## config.mk

```make
export PLATFORM = sky130hd
export DESIGN_NAME = cave_smoothing_automaton
export DESIGN_NICKNAME = d
export VERILOG_FILES = /design/src/rtl/csmth_pkg.sv /design/src/rtl/csmth_front.sv /design/src/rtl/csmth_filter.sv /design/src/rtl/cave_smoothing_automaton.sv
export SDC_FILE = /design/constraint.sdc
export NUM_CORES = 2
export LEC_CHECK = 0
export BUFFER_PORTS_ARGS = -buffer_cell sky130_fd_sc_hd__buf_2
export CELL_PAD_IN_SITES_DETAIL_PLACEMENT = 0
export CELL_PAD_IN_SITES_GLOBAL_PLACEMENT = 1
export CORE_MARGIN = 4
export CORE_UTILIZATION = 55
export DETAILED_ROUTE_END_ITERATION = 8
export HOLD_SLACK_MARGIN = 0.08
export PLACE_DENSITY_LB_ADDON = 0.1
export SLEW_MARGIN = 10
export SYNTH_ARGS = -nofsm -noshare
export SYNTH_HDL_FRONTEND = slang
export SYNTH_HIERARCHICAL = 1
export SYNTH_MEMORY_MAX_BITS = 65536
export SYNTH_SLANG_ARGS = --single-unit
```

## constraint.sdc

```tcl
create_clock -name clock -period 8.8 [get_ports clock]
set_input_delay 0.88 -clock clock [delete_from_list [all_inputs] [get_ports clock]]
set_output_delay 0.88 -clock clock [all_outputs]
set_load 0.05 [all_outputs]
```

## src/rtl/csmth_pkg.sv

```systemverilog
// Package for the cave smoothing automaton: tile codes, sizes, register and
// function codes, and the word type passed from the position stage to the filter.
// No dependencies.
package csmth_pkg;

   // storage bounds
   localparam int MAX_WIDTH  = 256;
   localparam int MAX_HEIGHT = 4096;
   localparam int COL_W      = $clog2(MAX_WIDTH);
   localparam int ROW_W      = $clog2(MAX_HEIGHT) + 1;
   localparam int OUT_ROW_W  = $clog2(MAX_HEIGHT);

   // field and register widths
   localparam int CELL_W   = 8;
   localparam int LINE_W   = 2 * CELL_W;
   localparam int GW_W     = 9;
   localparam int GH_W     = 13;
   localparam int LIMIT_W  = 4;
   localparam int CSR_IDX_W = 2;
   localparam int CSR_DAT_W = 13;

   // tile codes
   localparam logic [CELL_W-1:0] TILE_WALL  = 8'h23;
   localparam logic [CELL_W-1:0] TILE_FLOOR = 8'h2E;

   // geometry clamps
   localparam logic [GW_W-1:0] MIN_GW = GW_W'(3);
   localparam logic [GW_W-1:0] MAX_GW = GW_W'(MAX_WIDTH);
   localparam logic [GH_W-1:0] MIN_GH = GH_W'(3);
   localparam logic [GH_W-1:0] MAX_GH = GH_W'(MAX_HEIGHT);

   // reset values of the registers
   localparam logic [GW_W-1:0]    RST_GW    = GW_W'(64);
   localparam logic [GH_W-1:0]    RST_GH    = GH_W'(64);
   localparam logic [LIMIT_W-1:0] RST_CLOSE = LIMIT_W'(1);
   localparam logic [LIMIT_W-1:0] RST_OPEN  = LIMIT_W'(4);

   typedef enum logic [CSR_IDX_W-1:0] {
      CSR_GRID_WIDTH  = 2'd0,
      CSR_GRID_HEIGHT = 2'd1,
      CSR_CLOSE_LIMIT = 2'd2,
      CSR_OPEN_LIMIT  = 2'd3
   } csr_index_type;

   typedef enum logic {
      FUNC_CELL  = 1'b0,
      FUNC_DRAIN = 1'b1
   } func_type;

   // one word in flight between the position stage and the filter stage
   typedef struct packed {
      logic              emit;
      logic              border;
      logic              last;
      logic [COL_W-1:0]  col;
      logic [CELL_W-1:0] tile;
   } item_type;

endpackage

```

## src/rtl/csmth_front.sv

```systemverilog
// Position stage of the cave smoothing automaton: input and output raster
// counters, line store read issue and the register feeding the filter stage.
// Depends on csmth_pkg.
module csmth_front (
   input  logic                              clock,
   input  logic                              reset,
   input  logic                              req_valid,
   output logic                              req_stall,
   input  logic                              req_func,
   input  logic [csmth_pkg::CELL_W-1:0]      req_cell_in,
   input  logic [csmth_pkg::GW_W-1:0]        grid_width,
   input  logic [csmth_pkg::GH_W-1:0]        grid_height,
   input  logic                              restart,
   input  logic                              b_go,
   output logic                              b_valid,
   output csmth_pkg::item_type               b_item,
   output logic                              rd_en,
   output logic [csmth_pkg::COL_W-1:0]       rd_addr
);

   logic [csmth_pkg::COL_W-1:0]     in_col_ff, in_col_in;
   logic [csmth_pkg::ROW_W-1:0]     in_row_ff, in_row_in;
   logic [csmth_pkg::COL_W-1:0]     out_col_ff, out_col_in;
   logic [csmth_pkg::OUT_ROW_W-1:0] out_row_ff, out_row_in;
   logic                            b_valid_ff, b_valid_in;
   csmth_pkg::item_type             b_item_ff, b_item_in;

   logic                            drain;
   logic                            accept;
   logic                            to_b;
   logic                            emit;
   logic                            col_end;
   logic                            out_col_end;
   logic                            out_row_end;
   logic [csmth_pkg::GW_W-1:0]      in_col_nx;
   logic [csmth_pkg::GW_W-1:0]      out_col_nx;
   logic [csmth_pkg::GW_W-1:0]      width_m1;
   logic [csmth_pkg::GH_W-1:0]      height_m1;

   // handshake: hold the input while the filter stage cannot move
   assign req_stall = b_valid_ff && !b_go;
   assign accept    = req_valid && !req_stall;
   assign drain     = in_row_ff >= csmth_pkg::ROW_W'(grid_height);
   // a drain word before the layer is complete is dropped here
   assign to_b      = accept && (drain || req_func == csmth_pkg::FUNC_CELL);

   assign rd_en   = to_b;
   assign rd_addr = in_col_ff;

   // positions and edge tests
   assign width_m1    = grid_width - csmth_pkg::GW_W'(1);
   assign height_m1   = grid_height - csmth_pkg::GH_W'(1);
   assign in_col_nx   = {1'b0, in_col_ff} + csmth_pkg::GW_W'(1);
   assign out_col_nx  = {1'b0, out_col_ff} + csmth_pkg::GW_W'(1);
   assign col_end     = in_col_nx >= grid_width;
   assign out_col_end = {1'b0, out_col_ff} >= width_m1;
   assign out_row_end = {1'b0, out_row_ff} >= height_m1;
   assign emit        = (in_row_ff >= csmth_pkg::ROW_W'(2)) ||
                        (in_row_ff == csmth_pkg::ROW_W'(1) && in_col_ff != '0);

   // build the word for the filter stage
   always_comb begin
      b_item_in.emit   = emit;
      b_item_in.border = out_row_ff == '0 || out_col_ff == '0 || out_row_end || out_col_end;
      b_item_in.last   = out_row_end && out_col_end;
      b_item_in.col    = in_col_ff;
      b_item_in.tile   = drain ? '0 : req_cell_in;
   end

   // advance the raster counters
   always_comb begin
      in_col_in  = in_col_ff;
      in_row_in  = in_row_ff;
      out_col_in = out_col_ff;
      out_row_in = out_row_ff;
      if (restart) begin
         in_col_in  = '0;
         in_row_in  = '0;
         out_col_in = '0;
         out_row_in = '0;
      end else if (to_b) begin
         if (col_end) begin
            in_col_in = '0;
            in_row_in = in_row_ff + csmth_pkg::ROW_W'(1);
         end else begin
            in_col_in = in_col_nx[csmth_pkg::COL_W-1:0];
         end
         if (emit) begin
            if (b_item_in.last) begin
               in_col_in  = '0;
               in_row_in  = '0;
               out_col_in = '0;
               out_row_in = '0;
            end else if (out_col_nx >= grid_width) begin
               out_col_in = '0;
               out_row_in = out_row_ff + csmth_pkg::OUT_ROW_W'(1);
            end else begin
               out_col_in = out_col_nx[csmth_pkg::COL_W-1:0];
            end
         end
      end
   end

   // stage register occupancy
   always_comb begin
      if (to_b) begin
         b_valid_in = 1'b1;
      end else if (b_go) begin
         b_valid_in = 1'b0;
      end else begin
         b_valid_in = b_valid_ff;
      end
   end

   always_ff @(posedge clock) begin
      if (reset) begin
         in_col_ff  <= '0;
         in_row_ff  <= '0;
         out_col_ff <= '0;
         out_row_ff <= '0;
         b_valid_ff <= 1'b0;
      end else begin
         in_col_ff  <= in_col_in;
         in_row_ff  <= in_row_in;
         out_col_ff <= out_col_in;
         out_row_ff <= out_row_in;
         b_valid_ff <= b_valid_in;
      end
   end

   // payload register, loaded on each word sent on
   always_ff @(posedge clock) begin
      if (to_b) begin
         b_item_ff <= b_item_in;
      end
   end

   assign b_valid = b_valid_ff;
   assign b_item  = b_item_ff;

endmodule

```

## src/rtl/csmth_filter.sv

```systemverilog
// Filter stage of the cave smoothing automaton: two-row line store memory with
// write forwarding, the 3x3 window, the neighbor count rule and the output register.
// Depends on csmth_pkg.
module csmth_filter (
   input  logic                              clock,
   input  logic                              reset,
   input  logic                              b_valid,
   input  csmth_pkg::item_type               b_item,
   input  logic                              rd_en,
   input  logic [csmth_pkg::COL_W-1:0]       rd_addr,
   input  logic [csmth_pkg::LIMIT_W-1:0]     close_limit,
   input  logic [csmth_pkg::LIMIT_W-1:0]     open_limit,
   output logic                              b_go,
   output logic                              rsp_valid,
   input  logic                              rsp_stall,
   output logic [csmth_pkg::CELL_W-1:0]      rsp_cell_out,
   output logic                              rsp_frame_end
);

   // upper half: two rows up, lower half: one row up
   logic [csmth_pkg::LINE_W-1:0]   line_mem [csmth_pkg::MAX_WIDTH];
   logic [csmth_pkg::LINE_W-1:0]   rd_data_ff;
   logic [csmth_pkg::LINE_W-1:0]   fwd_data_ff;
   logic                           hit_ff;
   logic [csmth_pkg::LINE_W-1:0]   line_word;
   logic [csmth_pkg::LINE_W-1:0]   wr_data;
   logic                           wr_en;

   logic [csmth_pkg::CELL_W-1:0]   win_ff [9];
   logic [csmth_pkg::CELL_W-1:0]   win_in [9];
   logic [csmth_pkg::CELL_W-1:0]   up1;
   logic [csmth_pkg::CELL_W-1:0]   up2;
   logic [csmth_pkg::CELL_W-1:0]   center;
   logic [csmth_pkg::CELL_W-1:0]   result;
   logic [csmth_pkg::LIMIT_W-1:0]  count;

   logic                           rsp_valid_ff;
   logic [csmth_pkg::CELL_W-1:0]   rsp_cell_ff;
   logic                           rsp_end_ff;

   // move when the word yields nothing or the output register frees up
   assign b_go = b_valid && (!b_item.emit || !rsp_valid_ff || !rsp_stall);

   // line store: take the write made in the read's cycle if it hit the address read
   assign line_word = hit_ff ? fwd_data_ff : rd_data_ff;
   assign up2       = line_word[csmth_pkg::LINE_W-1:csmth_pkg::CELL_W];
   assign up1       = line_word[csmth_pkg::CELL_W-1:0];
   assign wr_en     = b_go;
   assign wr_data   = {up1, b_item.tile};

   always_ff @(posedge clock) begin
      if (wr_en) begin
         line_mem[b_item.col] <= wr_data;
      end
      if (rd_en) begin
         rd_data_ff  <= line_mem[rd_addr];
         fwd_data_ff <= wr_data;
      end
   end

   always_ff @(posedge clock) begin
      if (reset) begin
         hit_ff <= 1'b0;
      end else if (rd_en) begin
         hit_ff <= wr_en && (b_item.col == rd_addr);
      end
   end

   // shift the window left and bring in the new column
   always_comb begin
      for (int r = 0; r < 3; r++) begin
         win_in[r*3]     = win_ff[r*3 + 1];
         win_in[r*3 + 1] = win_ff[r*3 + 2];
      end
      win_in[2] = up2;
      win_in[5] = up1;
      win_in[8] = b_item.tile;
   end

   // count floor neighbors around the center
   always_comb begin
      count = '0;
      for (int k = 0; k < 9; k++) begin
         if (k != 4 && win_in[k] == csmth_pkg::TILE_FLOOR) begin
            count = count + csmth_pkg::LIMIT_W'(1);
         end
      end
   end

   // apply the open and close rule; close wins
   assign center = win_in[4];
   always_comb begin
      result = center;
      if (!b_item.border &&
          (center == csmth_pkg::TILE_WALL || center == csmth_pkg::TILE_FLOOR)) begin
         if (count >= open_limit) begin
            result = csmth_pkg::TILE_FLOOR;
         end
         if (count <= close_limit) begin
            result = csmth_pkg::TILE_WALL;
         end
      end
   end

   always_ff @(posedge clock) begin
      if (reset) begin
         for (int k = 0; k < 9; k++) begin
            win_ff[k] <= '0;
         end
      end else if (b_go) begin
         for (int k = 0; k < 9; k++) begin
            win_ff[k] <= win_in[k];
         end
      end
   end

   // output register: load a result, drop it once taken
   always_ff @(posedge clock) begin
      if (reset) begin
         rsp_valid_ff <= 1'b0;
      end else if (b_go && b_item.emit) begin
         rsp_valid_ff <= 1'b1;
      end else if (!rsp_stall) begin
         rsp_valid_ff <= 1'b0;
      end
   end

   always_ff @(posedge clock) begin
      if (b_go && b_item.emit) begin
         rsp_cell_ff <= result;
         rsp_end_ff  <= b_item.last;
      end
   end

   assign rsp_valid     = rsp_valid_ff;
   assign rsp_cell_out  = rsp_cell_ff;
   assign rsp_frame_end = rsp_end_ff;

endmodule

```

## src/rtl/cave_smoothing_automaton.sv

```systemverilog
// Top level of the cave smoothing automaton: configuration registers and the
// position and filter stages. Depends on csmth_pkg, csmth_front, csmth_filter.
//
// Usage:
//  - req_ channel: one word per handshake (req_valid high, req_stall low).
//    req_func selects a cell byte in raster order or a drain step; drain
//    steps push out the last width+1 results of a layer. A drain before the
//    layer is complete is taken and yields nothing.
//  - rsp_ channel: one smoothed cell per word; rsp_frame_end marks the last
//    cell of the layer, after which the next layer starts.
//  - csr_ port: write grid_width, grid_height, close_limit, open_limit by
//    index, only while the block is idle; a geometry write restarts the layer.
//  - Throughput: one word per cycle while req_stall stays low, set by the single
//    read and single write port of the line store, used once per word.
//  - Latency: a result passes the position stage and output registers before
//    it shows on rsp_; in words the output lags the input by width+1 cells.
//  - Reset: synchronous; clears positions and window and loads the register
//    defaults (64 x 64, close 1, open 4). The line store is not cleared.
//  - Stall: a result waits in the output register; one more word is taken
//    into the position stage register, then req_stall rises until rsp_stall drops.
module cave_smoothing_automaton (
   input  logic                              clock,
   input  logic                              reset,
   input  logic                              req_valid,
   output logic                              req_stall,
   input  logic                              req_func,
   input  logic [csmth_pkg::CELL_W-1:0]      req_cell_in,
   output logic                              rsp_valid,
   input  logic                              rsp_stall,
   output logic [csmth_pkg::CELL_W-1:0]      rsp_cell_out,
   output logic                              rsp_frame_end,
   input  logic                              csr_write_en,
   input  logic [csmth_pkg::CSR_IDX_W-1:0]   csr_index,
   input  logic [csmth_pkg::CSR_DAT_W-1:0]   csr_wdata
);

   logic [csmth_pkg::GW_W-1:0]    grid_width_ff, grid_width_in;
   logic [csmth_pkg::GH_W-1:0]    grid_height_ff, grid_height_in;
   logic [csmth_pkg::LIMIT_W-1:0] close_limit_ff, close_limit_in;
   logic [csmth_pkg::LIMIT_W-1:0] open_limit_ff, open_limit_in;
   logic [csmth_pkg::GW_W-1:0]    wr_width;
   logic [csmth_pkg::GH_W-1:0]    wr_height;
   logic                          restart;

   logic                          b_go;
   logic                          b_valid;
   csmth_pkg::item_type           b_item;
   logic                          rd_en;
   logic [csmth_pkg::COL_W-1:0]   rd_addr;

   // clamp geometry writes to the supported range
   assign wr_width  = csr_wdata[csmth_pkg::GW_W-1:0];
   assign wr_height = csr_wdata[csmth_pkg::GH_W-1:0];

   always_comb begin
      grid_width_in  = grid_width_ff;
      grid_height_in = grid_height_ff;
      close_limit_in = close_limit_ff;
      open_limit_in  = open_limit_ff;
      restart        = 1'b0;
      if (csr_write_en) begin
         case (csr_index)
            csmth_pkg::CSR_GRID_WIDTH: begin
               restart = 1'b1;
               if (wr_width < csmth_pkg::MIN_GW) begin
                  grid_width_in = csmth_pkg::MIN_GW;
               end else if (wr_width > csmth_pkg::MAX_GW) begin
                  grid_width_in = csmth_pkg::MAX_GW;
               end else begin
                  grid_width_in = wr_width;
               end
            end
            csmth_pkg::CSR_GRID_HEIGHT: begin
               restart = 1'b1;
               if (wr_height < csmth_pkg::MIN_GH) begin
                  grid_height_in = csmth_pkg::MIN_GH;
               end else if (wr_height > csmth_pkg::MAX_GH) begin
                  grid_height_in = csmth_pkg::MAX_GH;
               end else begin
                  grid_height_in = wr_height;
               end
            end
            csmth_pkg::CSR_CLOSE_LIMIT: begin
               close_limit_in = csr_wdata[csmth_pkg::LIMIT_W-1:0];
            end
            csmth_pkg::CSR_OPEN_LIMIT: begin
               open_limit_in = csr_wdata[csmth_pkg::LIMIT_W-1:0];
            end
            default: begin
               restart = 1'b0;
            end
         endcase
      end
   end

   always_ff @(posedge clock) begin
      if (reset) begin
         grid_width_ff  <= csmth_pkg::RST_GW;
         grid_height_ff <= csmth_pkg::RST_GH;
         close_limit_ff <= csmth_pkg::RST_CLOSE;
         open_limit_ff  <= csmth_pkg::RST_OPEN;
      end else begin
         grid_width_ff  <= grid_width_in;
         grid_height_ff <= grid_height_in;
         close_limit_ff <= close_limit_in;
         open_limit_ff  <= open_limit_in;
      end
   end

   csmth_front u_front (
      .clock       (clock),
      .reset       (reset),
      .req_valid   (req_valid),
      .req_stall   (req_stall),
      .req_func    (req_func),
      .req_cell_in (req_cell_in),
      .grid_width  (grid_width_ff),
      .grid_height (grid_height_ff),
      .restart     (restart),
      .b_go        (b_go),
      .b_valid     (b_valid),
      .b_item      (b_item),
      .rd_en       (rd_en),
      .rd_addr     (rd_addr)
   );

   csmth_filter u_filter (
      .clock         (clock),
      .reset         (reset),
      .b_valid       (b_valid),
      .b_item        (b_item),
      .rd_en         (rd_en),
      .rd_addr       (rd_addr),
      .close_limit   (close_limit_ff),
      .open_limit    (open_limit_ff),
      .b_go          (b_go),
      .rsp_valid     (rsp_valid),
      .rsp_stall     (rsp_stall),
      .rsp_cell_out  (rsp_cell_out),
      .rsp_frame_end (rsp_frame_end)
   );

endmodule
```

==> results.ini <==
[outcome]
status=finished with violations
violations=slew limit

[yosys]
async_reset_ff_frac=0
synth_cells=7654
synth_top_flop_cell=edfxtp_1
ys_warn_count=6
synth-seq-area-share=0.774
synth_enable_flop_cells=4204
synth_cell_types=80
synth.net_count=7760
syn_avg_cell_area_um2=21.6
syn-cell-area_mm2=0.165
ys_ff_latch=4278

[clocking]
clockRootBuffer=clkbuf_16
cts_buffers=429
ctsHoldBuffers=0
post_cts_buffers=0
cts-htree-levels=5
cts_max_path_buffers=4
cts_tree=built
path_clk_slew_ns=0.06
worstSkewPairLatency_ns=0.96
cts_resized=0
clock-sinks=4278

[floorplanning]
die_w_um=556
ios=40
rows=200
initial_core_util=0.554
fp.dieArea_mm2=0.309
die-height_um=556
core_area_mm2=0.298

[critical_path]
worstSetupPathType=register to register
r2r-start=u_filter/hit_ff
end_kind=register
reg2reg_slack_ns=2.50
critPathLaunchType=register
cpLargestDelayFamily=compound AO/OA/AOI/OAI gates
rr_worst_depth=21
reg2reg_to=u_filter/rsp_cell_out[3]
cp_num_buf_inv=1
slowest_delay_ns=1.07
cp_cell_sequence=mux2_8 -> nand4_1 -> a21oi_1 -> inv_1 -> nand2_1 -> o21ai_0 -> ha_1 -> nand2_1 -> o21ai_0 -> a31o_2 -> mux2_2 -> ha_1 -> mux2_2 -> ha_1 -> nor2b_1 -> o21ai_0 -> nand2b_1 -> a21oi_1 -> a41oi_1 -> or2_2 -> o21a_1
critPathMaxFanout=128
slowest_stage=dfxtp_1
cp.arrival_ns=6.99
required_ns=9.48

[power]
power_frac_seq=0.540
ir_worst_vdd_v=0.000211
p_leak_nw=56.5
switching_share=0.205
pwr-share-clk=0.425
pwr-share-comb=0.035
p_switching_mw=8.57
power_density_mw_per_mm2=225
intPower_mw=33.2

[sta]
hold_violations=0
final-setup-viol-count=0
timing.final.crit_share=0.716
rsz0062_at_grt=no
tns_ns=0
worst_slew_pin_slew_ns=1.57
maxSlewViolCount=40
slew_headroom=-0.0473
skew_ns=0.0535
fmax_mhz=159
post-route-min-period_ns=6.30

[global_route]
grt_first_pass_wirelength_um=593000
grt_max_degree=190
grt_pass1_vias=80901
grt_usage=0.267
antenna_found_initial=18
grt-ovfl-total=0

[drt]
viasPerCell=6.57
detailedRoute.firstIterationViolations=10491
antenna_left=0
drc=0
routed_wl_um=412000
vias=80801
wl_per_cell_um=33.5
drt-pass1-iter-count=6

[min_path]
hold_class=input port to register
holdCritStartpoint=req_cell_in[2]
hold_path_depth=2
holdPathEnd=u_front/b_item[2]

[finish]
drive_gt1_frac=0.252
area_growth_pct=12.2
fillers=20309
register_area_mm2=0.128
multiInputGateArea_mm2=0.0355
final_cell_count_no_fill=12295
final_nets=8102

[place]
dp_hpwl_um=231000
dp.cells=11504
gp_congestion=0.832
port_buffers=39

[run]
drv_cap=0

layout by cell type, fill, tap and decap left out, types with 30 or more instances in the layout:
master,instances
a221oi_1,128
ha_1,77
buf_2,39
bufinv_16,39
nor2_1,260
nand2_1,81
a22oi_1,256
a21oi_1,186
xnor2_1,38
clkinv_2,86
nor3_1,74
dfxtp_1,72
clkbuf_1,86
buf_4,298
and2_1,48
edfxtp_1,4204
o22ai_1,100
a22o_1,128
clkbuf_16,432
nor2_2,55
buf_12,30
inv_1,54
mux4_2,1024
clkinv_1,104
nand3_1,41
registers in the layout, indices dropped and copies added (netlist names):
signal / cells
u_front/in_row_ff: 13
u_filter/rsp_frame_end: 1
u_front/out_row_ff: 12
u_front/out_col_ff: 8
u_filter/rsp_valid: 1
open_limit_ff: 4
u_front/rd_addr: 8
u_front/b_item: 19
u_filter/rd_data_ff: 16
u_filter/line_mem: 4096
grid_height_ff: 13
close_limit_ff: 4
u_filter/fwd_data_ff: 16
u_front/b_valid: 1
u_filter/win_ff: 48
grid_width_ff: 9
u_filter/rsp_cell_out: 8
u_filter/hit_ff: 1
worst register-to-register path: stages, from the launching register on:
cell and delay [ns]:
dfxtp_1 1.07, mux2_8 0.90, nand4_1 0.27, a21oi_1 0.51, inv_1 0.19, nand2_1 0.12
o21ai_0 0.11, ha_1 0.31, nand2_1 0.05, o21ai_0 0.10, a31o_2 0.25, mux2_2 0.27
ha_1 0.26, mux2_2 0.28, ha_1 0.29, nor2b_1 0.14, o21ai_0 0.16, nand2b_1 0.08
a21oi_1 0.16, a41oi_1 0.05, or2_2 0.32, o21a_1 0.12
cell families (layout without fill, tap and decap cells):
logic type               count (synthesis)  count (layout)  synth area share
adder cells (fa/ha/maj)                 77              77           0.00584
XOR/XNOR                                56              56           0.00328
buffers and inverters                  516            1210            0.0128
AND/OR/NAND/NOR                        771             771            0.0231
AO/OA/AOI/OAI                          902             902            0.0394
other                                    0               8                 0
multiplexers                          1054            1054             0.142
flip-flops                            4278            4278             0.774
through the flow:
step / cell area [um^2] / hold slack [ns] / power, mW / utilization / setup WS, ns
global placement: 171000 / 0.461 / 24.4 / 0.576 / 2.54
floorplan: 165000 / 0.400 / 24.0 / - / 2.60
finish: 185000 / 0.227 / 41.7 / 0.622 / 2.50
global route: 185000 / 0.189 / 43.0 / 0.622 / 2.10
detailed placement: 171000 / 0.467 / 24.4 / 0.576 / 2.50
CTS: 185000 / 0.140 / 42.1 / 0.622 / 2.48
per-layer routing:
| layer | track usage | wire length [um] | vias up | part of all wire |
|---|---|---|---|---|
| li1 | - | - | 33175 | - |
| met1 | 0.397 | 167000 | 43362 | 0.41 |
| met2 | 0.416 | 197000 | 3668 | 0.48 |
| met3 | 0.0440 | 34700 | 594 | 0.084 |
| met4 | 0.0768 | 12400 | 2 | 0.030 |
| met5 | 0 | 13 | - | 0.000032 |
final cells by class:
| class | instances | area share |
|---|---|---|
| multi-input combinational | 2860 | 0.192 |
| clock buffer | 518 | 0.0601 |
| antenna | 8 | 0.000108 |
| sequential | 4278 | 0.690 |
| inverter | 60 | 0.00137 |
| tap | 3939 | 0.0266 |
| clock inverter | 265 | 0.0135 |
| timing repair buffer | 367 | 0.0164 |
cell usage after synthesis (53+ instances only):
cell,n,area (um^2)
a22o_1,128,1120
buf_2,110,551
nor3_1,74,370
a22oi_1,256,1920
inv_1,57,214
a21oi_1,186,931
dfxtp_1,74,1480
edfxtp_1,4204,126000
clkbuf_1,283,1060
ha_1,77,963
nor2_1,317,1190
o22ai_1,100,626
nand2_1,95,357
mux4_2,1024,23100
buf_1,53,199
a221oi_1,128,1120
how the worst max path moves through the flow:
stage,startpoint,to,slack [ns],cells after the start
2_1_floorplan,u_filter/hit_ff,u_filter/rsp_cell_out[2],2.60,22
3_3_place_gp,u_filter/win_ff[2][4],u_filter/rsp_cell_out[3],2.54,24
3_5_place_dp,u_filter/hit_ff,u_filter/rsp_cell_out[2],2.50,21
4_1_cts,u_filter/hit_ff,u_filter/rsp_cell_out[3],2.48,21
5_1_grt,u_filter/hit_ff,u_filter/rsp_cell_out[3],2.10,21
6_report,u_filter/hit_ff,u_filter/rsp_cell_out[3],2.50,21
power by group through the flow:
| stage | logic [mW] | registers, mW | clock network, mW |
|---|---|---|---|
| after floorplan | 0.890 | 23.1 | 0 |
| after global placement | 1.46 | 22.9 | 0 |
| after detailed placement | 1.49 | 22.9 | 0 |
| after CTS | 1.49 | 22.5 | 18.0 |
| after global routing | 1.58 | 22.5 | 19.0 |
| final | 1.47 | 22.5 | 17.7 |
Note: power is estimated with default switching activity, not from simulation.
